===== src/sccr_pkg.sv =====
package sccr_pkg;

    typedef enum logic [2:0] {
        S_IDLE,
        S_TAG_RD,
        S_TAG_CMP,
        S_SWEEP_RD,
        S_SWEEP_CHK
    } state_t;

    typedef struct packed {
        logic accept;
        logic idx_inc;
        logic rd_hand;
        logic hit_commit;
        logic sweep_clear;
        logic miss_commit;
    } cmd_t;

    typedef struct packed {
        logic fill_empty;
        logic match;
        logic scan_last;
        logic ref_set;
        logic out_free;
    } status_t;

    localparam int SECTOR_W = 32;
    localparam int SLOT_W   = 6;
    localparam int COUNT_W  = 32;

endpackage


===== src/sector_cache_clock_replace.sv =====
// channel | direction | handshake          | payload
// s_      | in        | s_valid / s_ready  | s_sector
// m_      | out       | m_valid / m_ready  | m_hit, m_slot, m_victim_was_valid,
//         |           |                    | m_victim_sector, m_hit_total, m_miss_total
//
// Tags live in a single-read-port memory and are scanned one entry at a time, each
// read in S_TAG_RD and compared in S_TAG_CMP, from slot 0 up to the last filled slot; a
// miss then sweeps from the hand, clearing set reference bits, to the victim slot.
// Reset clears hand, fill count, totals and output valid only; validity follows the fill count,
// so there is no clearing pass.
// A stalled result holds the next item at its final step; one item in flight.
module sector_cache_clock_replace
    import sccr_pkg::*;
#(
    parameter int NUM_SLOTS = 64
) (
    input  logic                aclk,
    input  logic                aresetn,
    input  logic                s_valid,
    output logic                s_ready,
    input  logic [SECTOR_W-1:0] s_sector,
    output logic                m_valid,
    input  logic                m_ready,
    output logic                m_hit,
    output logic [SLOT_W-1:0]   m_slot,
    output logic                m_victim_was_valid,
    output logic [SECTOR_W-1:0] m_victim_sector,
    output logic [COUNT_W-1:0]  m_hit_total,
    output logic [COUNT_W-1:0]  m_miss_total
);

    cmd_t    cmd;
    status_t sts;

    sccr_ctrl u_ctrl (
        .aclk    (aclk),
        .aresetn (aresetn),
        .s_valid (s_valid),
        .s_ready (s_ready),
        .sts     (sts),
        .cmd     (cmd)
    );

    sccr_datapath #(
        .NUM_SLOTS (NUM_SLOTS)
    ) u_datapath (
        .aclk               (aclk),
        .aresetn            (aresetn),
        .s_sector           (s_sector),
        .cmd                (cmd),
        .sts                (sts),
        .m_valid            (m_valid),
        .m_ready            (m_ready),
        .m_hit              (m_hit),
        .m_slot             (m_slot),
        .m_victim_was_valid (m_victim_was_valid),
        .m_victim_sector    (m_victim_sector),
        .m_hit_total        (m_hit_total),
        .m_miss_total       (m_miss_total)
    );

endmodule


===== src/sccr_ctrl.sv =====
module sccr_ctrl
    import sccr_pkg::*;
(
    input  logic    aclk,
    input  logic    aresetn,
    input  logic    s_valid,
    output logic    s_ready,
    input  status_t sts,
    output cmd_t    cmd
);

    state_t state_reg;
    state_t state_next;

    always_ff @(posedge aclk) begin
        if (!aresetn) begin
            state_reg <= S_IDLE;
        end else begin
            state_reg <= state_next;
        end
    end

    always_comb begin
        state_next = state_reg;
        cmd        = '0;
        s_ready    = 1'b0;
        unique case (state_reg)
            S_IDLE: begin
                s_ready = 1'b1;
                if (s_valid) begin
                    cmd.accept = 1'b1;
                    state_next = sts.fill_empty ? S_SWEEP_RD : S_TAG_RD;
                end
            end
            S_TAG_RD: begin
                state_next = S_TAG_CMP;
            end
            S_TAG_CMP: begin
                if (sts.match) begin
                    if (sts.out_free) begin
                        cmd.hit_commit = 1'b1;
                        state_next     = S_IDLE;
                    end
                end else if (sts.scan_last) begin
                    state_next = S_SWEEP_RD;
                end else begin
                    cmd.idx_inc = 1'b1;
                    state_next  = S_TAG_RD;
                end
            end
            S_SWEEP_RD: begin
                cmd.rd_hand = 1'b1;
                state_next  = S_SWEEP_CHK;
            end
            S_SWEEP_CHK: begin
                cmd.rd_hand = 1'b1;
                if (sts.ref_set) begin
                    cmd.sweep_clear = 1'b1;
                    state_next      = S_SWEEP_RD;
                end else if (sts.out_free) begin
                    cmd.miss_commit = 1'b1;
                    state_next      = S_IDLE;
                end
            end
            default: begin
                state_next = S_IDLE;
            end
        endcase
    end

endmodule


===== src/sccr_datapath.sv =====
module sccr_datapath
    import sccr_pkg::*;
#(
    parameter int NUM_SLOTS = 64
) (
    input  logic                aclk,
    input  logic                aresetn,
    input  logic [SECTOR_W-1:0] s_sector,
    input  cmd_t                cmd,
    output status_t             sts,
    output logic                m_valid,
    input  logic                m_ready,
    output logic                m_hit,
    output logic [SLOT_W-1:0]   m_slot,
    output logic                m_victim_was_valid,
    output logic [SECTOR_W-1:0] m_victim_sector,
    output logic [COUNT_W-1:0]  m_hit_total,
    output logic [COUNT_W-1:0]  m_miss_total
);

    localparam int IDX_W = $clog2(NUM_SLOTS);
    localparam int CNT_W = $clog2(NUM_SLOTS + 1);

    logic [SECTOR_W-1:0] sector_mem [NUM_SLOTS];
    logic                ref_mem    [NUM_SLOTS];

    logic [SECTOR_W-1:0] req_reg;
    logic [IDX_W-1:0]    idx_reg;
    logic [IDX_W-1:0]    hand_reg;
    logic [CNT_W-1:0]    fill_reg;
    logic [COUNT_W-1:0]  hits_reg;
    logic [COUNT_W-1:0]  misses_reg;
    logic [SECTOR_W-1:0] sector_q_reg;
    logic                ref_q_reg;

    logic                m_valid_reg;
    logic                m_hit_reg;
    logic [SLOT_W-1:0]   m_slot_reg;
    logic                m_vvalid_reg;
    logic [SECTOR_W-1:0] m_vsector_reg;
    logic [COUNT_W-1:0]  m_hit_total_reg;
    logic [COUNT_W-1:0]  m_miss_total_reg;

    logic [IDX_W-1:0]    rd_addr;
    logic [IDX_W-1:0]    ref_waddr;
    logic                ref_we;
    logic [IDX_W-1:0]    hand_next;
    logic                hand_valid;
    logic [COUNT_W-1:0]  hits_inc;
    logic [COUNT_W-1:0]  misses_inc;
    logic                out_free;

    assign rd_addr    = cmd.rd_hand ? hand_reg : idx_reg;
    assign ref_we     = cmd.hit_commit | cmd.sweep_clear | cmd.miss_commit;
    assign ref_waddr  = cmd.hit_commit ? idx_reg : hand_reg;
    assign hand_next  = (hand_reg == IDX_W'(NUM_SLOTS - 1)) ? '0 : hand_reg + 1'b1;
    assign hand_valid = CNT_W'(hand_reg) < fill_reg;
    assign hits_inc   = (hits_reg == '1) ? hits_reg : hits_reg + 1'b1;
    assign misses_inc = (misses_reg == '1) ? misses_reg : misses_reg + 1'b1;
    assign out_free   = !m_valid_reg || m_ready;

    assign sts.fill_empty = (fill_reg == '0);
    assign sts.match      = (sector_q_reg == req_reg);
    assign sts.scan_last  = ((CNT_W'(idx_reg) + CNT_W'(1)) == fill_reg);
    assign sts.ref_set    = ref_q_reg && hand_valid;
    assign sts.out_free   = out_free;

    always_ff @(posedge aclk) begin
        if (cmd.miss_commit) begin
            sector_mem[hand_reg] <= req_reg;
        end
        if (ref_we) begin
            ref_mem[ref_waddr] <= !cmd.sweep_clear;
        end
        sector_q_reg <= sector_mem[rd_addr];
        ref_q_reg    <= ref_mem[rd_addr];
    end

    always_ff @(posedge aclk) begin
        if (cmd.accept) begin
            req_reg <= s_sector;
            idx_reg <= '0;
        end else if (cmd.idx_inc) begin
            idx_reg <= idx_reg + 1'b1;
        end
    end

    always_ff @(posedge aclk) begin
        if (!aresetn) begin
            hand_reg    <= '0;
            fill_reg    <= '0;
            hits_reg    <= '0;
            misses_reg  <= '0;
            m_valid_reg <= 1'b0;
        end else begin
            if (cmd.sweep_clear || cmd.miss_commit) begin
                hand_reg <= hand_next;
            end
            if (cmd.miss_commit && !hand_valid) begin
                fill_reg <= fill_reg + 1'b1;
            end
            if (cmd.hit_commit) begin
                hits_reg <= hits_inc;
            end
            if (cmd.miss_commit) begin
                misses_reg <= misses_inc;
            end
            if (cmd.hit_commit || cmd.miss_commit) begin
                m_valid_reg <= 1'b1;
            end else if (m_ready) begin
                m_valid_reg <= 1'b0;
            end
        end
    end

    always_ff @(posedge aclk) begin
        if (cmd.hit_commit) begin
            m_hit_reg        <= 1'b1;
            m_slot_reg       <= SLOT_W'(idx_reg);
            m_vvalid_reg     <= 1'b0;
            m_vsector_reg    <= '0;
            m_hit_total_reg  <= hits_inc;
            m_miss_total_reg <= misses_reg;
        end else if (cmd.miss_commit) begin
            m_hit_reg        <= 1'b0;
            m_slot_reg       <= SLOT_W'(hand_reg);
            m_vvalid_reg     <= hand_valid;
            m_vsector_reg    <= hand_valid ? sector_q_reg : '0;
            m_hit_total_reg  <= hits_reg;
            m_miss_total_reg <= misses_inc;
        end
    end

    assign m_valid            = m_valid_reg;
    assign m_hit              = m_hit_reg;
    assign m_slot             = m_slot_reg;
    assign m_victim_was_valid = m_vvalid_reg;
    assign m_victim_sector    = m_vsector_reg;
    assign m_hit_total        = m_hit_total_reg;
    assign m_miss_total       = m_miss_total_reg;

`ifndef SYNTHESIS
    // until the cache fills, the hand points at the next empty slot
    a_hand_tracks_fill: assert property (@(posedge aclk) disable iff (!aresetn)
        (fill_reg != CNT_W'(NUM_SLOTS)) |-> (CNT_W'(hand_reg) == fill_reg))
        else $error("hand out of step with fill count");

    a_commit_needs_room: assert property (@(posedge aclk) disable iff (!aresetn)
        (cmd.hit_commit || cmd.miss_commit) |-> out_free)
        else $error("result overwrites pending transfer");

    a_hit_result: assert property (@(posedge aclk) disable iff (!aresetn)
        cmd.hit_commit |=> (m_valid_reg && m_hit_reg && !m_vvalid_reg))
        else $error("hit result not presented");

    a_miss_result: assert property (@(posedge aclk) disable iff (!aresetn)
        cmd.miss_commit |=> (m_valid_reg && !m_hit_reg))
        else $error("miss result not presented");
`endif

endmodule

===== config.mk =====
export PLATFORM = sky130hd
export DESIGN_NAME = sector_cache_clock_replace
export DESIGN_NICKNAME = d
export VERILOG_FILES = /design/src/sccr_pkg.sv /design/src/sector_cache_clock_replace.sv /design/src/sccr_ctrl.sv /design/src/sccr_datapath.sv
export SDC_FILE = /design/constraint.sdc
export NUM_CORES = 2
export LEC_CHECK = 0
export BUFFER_PORTS_ARGS = -buffer_cell sky130_fd_sc_hd__buf_2
export CAP_MARGIN = 20
export CORE_UTILIZATION = 40
export CTS_CLUSTER_DIAMETER = 60
export DETAILED_ROUTE_END_ITERATION = 8
export HOLD_SLACK_MARGIN = 0.02
export PLACE_DENSITY = 0.58
export SYNTH_ARGS = -nofsm -noshare
export SYNTH_HDL_FRONTEND = slang
export SYNTH_SLANG_ARGS = --single-unit

===== constraint.sdc =====
create_clock -name aclk -period 6 [get_ports aclk]
set_clock_uncertainty 0.2 [all_clocks]
set_input_delay 1.2 -clock aclk [delete_from_list [all_inputs] [get_ports aclk]]
set_output_delay 1.2 -clock aclk [all_outputs]
set_load 0.03 [all_outputs]

==> results_dict.tcl <==
set metrics [dict create \
    maxCapViolations 0 \
    yosys.area_share.simple_pct 7.84 \
    tns_ns 0 \
    finalCritPeriodShare_pct 84.1 \
    cp.arrival_ns 5.36 \
    areaGrowthSynthToFinish_pct 14.2 \
    worstSetupStartpointType "flip-flop" \
    numCtsBuffers 233 \
    top_regs "u_datapath.sector_mem (2048), u_datapath.ref_mem (64)" \
    yosysMostFrequentCell "edfxtp_1" \
    io_buffers 141 \
    p_total_w 0.0410 \
    drt_wl_total_um 278000 \
    drive_above_1_share_pct 17.5 \
    dr_total_vias 53454 \
    critPathBufInv 3 \
    grt_max_degree 90 \
    cp_slowest_cell "inv_2" \
    max_flop_register "u_datapath.sector_mem" \
    setup_violations 0 \
    via_per_inst 5.89 \
    root_buffer "clkbuf_16" \
    die_width_um 483 \
    synth_compound_area_share_pct 5.08 \
    ant_nets 0 \
    dpl_worst_slack_ns 1.11 \
    ios 142 \
    cp_data_required_time_ns 6.32 \
    synthMuxAreaShare_pct 8.50 \
    synth_edf_count 2214 \
    drc_errors 0 \
    drtPass1Iterations 5 \
    slew_headroom_pct 24.6 \
    yosys.area.top_type "edfxtp_1" \
    yosysWarnings 0 \
    cts_setup_buffers 0 \
    drtIter0Drc 6661 \
    cp_max_fo 41 \
    syn_avg_cell_area_um2 16.7 \
    period_minus_slack_ns 5.04 \
    maxSlewViolCount 0 \
    synth_top_family_by_area "multiplexers" \
    fmaxAchievable_ghz 0.198 \
    fillers 19629 \
    cellLeakagePower_nw 34.6 \
    rows 176 \
    synth_cell_types 74 \
    synth_seq_cells 2368 \
    irDropWorstVdd_mv 0.281 \
    ys_seq_area_share_pct 75.1 \
    clockBufferDepth 3 \
    netlist_top_cells_count "edfxtp_1 (2,214), nand2_1 (689), nand3_1 (276), mux4_2 (258), nor2_1 (226)" \
    synth_xor_area_share_pct 1.36 \
    core_um2 230000 \
    clkTransAtPathRegs_ns 0.06 \
    synthArstFlopShare_pct 0 \
    largest_reg_flops 2048 \
    h-tree-depth 4 \
    outcome "finished, final reports clean" \
    grt_pass1_vias 51647 \
    antenna_found_initial 33 \
    globalRouteOverflowTotal 0 \
    power_density_nw_per_um2 387 \
    rsz0062_at_grt "no" \
    tritoncts "yes" \
    die_area_um2 234000 \
    grt_usage_pct 23.4 \
    synth_fa_ha_area_share_pct 0.149 \
    die_h_um 483 \
    synthCells 5556 \
    worstSkewPairLatency_ns 0.90 \
    crit_type "flip-flop to flip-flop" \
    synth_flop_cell "edfxtp_1" \
    postCtsHoldBufs 0 \
    r2r_slack_ns 0.96 \
    worst_slack_ns 0.955 \
    dp_hpwl_um 165000 \
    crit_chain "xor2_1 -> nor4_1 -> nand4_1 -> or4_1 -> buf_4 -> and2_2 -> inv_2 -> buf_12" \
    clock-sinks 2368 \
    wl_per_cell_um 30.6 \
    finalWeightedCongestion 0.876 \
    syn-cell-area_um2 92700 \
    syn_nets 5603 \
    min-delay-path-class "flip-flop to flip-flop" \
    worst_pin_slew_ns 1.13 \
    ctsResizeCount 0 \
    yosys.area.top_type_share_pct 71.8 \
    crit_path_end_kind "flip-flop" \
    slowest_delay_ns 0.67 \
    start_util_pct 40.3 \
    hold_viol_final 0 \
    nets 5878 \
    cpLargestDelayFamily "simple AND/OR/NAND/NOR gates" \
    synth_area_leaders "edfxtp_1 (72%), mux4_2 (6.3%), dfxtp_1 (3.3%)" \
    grt_pass1_wl_um 391000 \
]
worst paths after layout:
check	startpoint	end	depth (start not counted)
max	u_datapath.req_reg[13]	u_datapath.m_miss_total[23]	8
min	u_datapath.m_hit	u_datapath.m_hit	2
max reg2reg	u_datapath.req_reg[13]	u_datapath.m_miss_total[23]	8
min reg2reg	u_datapath.m_hit	u_datapath.m_hit	2
placed cells by master, fill, tap and decap left out, types with 39 or more instances in the layout:
master,netlist,routed
a211oi_1,76,76
a21oi_1,87,87
a22o_1,39,39
a22oi_1,51,51
a31oi_1,66,65
a32oi_1,68,68
and2_1,72,69
and3_1,87,86
buf_2,101,142
buf_4,38,199
clkbuf_1,134,75
clkbuf_16,0,237
clkinv_1,0,45
dfxtp_1,154,154
edfxtp_1,2214,2214
mux2i_1,202,200
mux4_2,258,258
nand2_1,689,688
nand3_1,276,276
nand4_1,62,62
nor2_1,226,158
nor2_4,1,72
nor3_1,41,41
o21ai_0,47,47
xnor2_1,75,75
xor2_1,69,69
power breakdown:
group | leakage [nW] | switching [W] | internal (W)
logic | 10.0 | 0.00499 | 0.00302
registers | 20.9 | 0.000212 | 0.0184
clock network | 3.64 | 0.00632 | 0.00807
total | 34.6 | 0.0115 | 0.0295
cell families after synthesis:
kind of cell    count (synthesis)
fa+ha+maj                      11
xor+xnor                      144
simple gates                 1571
mux                           464
flops                        2368
compound gates                638
buf+inv                       360
tightest hold or removal path, stage by stage, from the launching register on:
cell,delay [ns]
dfxtp_1,0.33
nand2_1,0.06
nand2_1,0.04
area by class of cell:
type | count | area (um2) | share of cell area (%)
diodes | 21 | 52.6 | 0.0497
clock buffers | 330 | 6460 | 6.11
clock inverters | 106 | 1050 | 0.993
inverters | 25 | 93.8 | 0.0887
multi-input cells | 2828 | 21900 | 20.7
flip-flops and latches | 2368 | 69600 | 65.8
well taps | 3026 | 3790 | 3.58
repair buffers | 375 | 2890 | 2.73
routing by layer:
layer	track usage (%)	routed length (um)	vias to the layer above
met3	4.20	21800	442
met2	37.4	132000	2540
met4	9.01	10200	10
li1	-	-	22468
met5	0	66	-
met1	31.8	113000	27994
through the flow:
stage	instances	util, %	cell area (um2)	hold WS (ns)
3_5_place_dp	8620	42.7	98200	0.251
3_3_place_gp	8618	42.6	98100	0.257
2_1_floorplan	5556	-	92700	0.262
5_1_grt	9071	46.0	106000	0.259
6_report	9079	46.0	106000	0.268
4_1_cts	9056	45.9	106000	0.240
(Power assumes the default switching activity.)
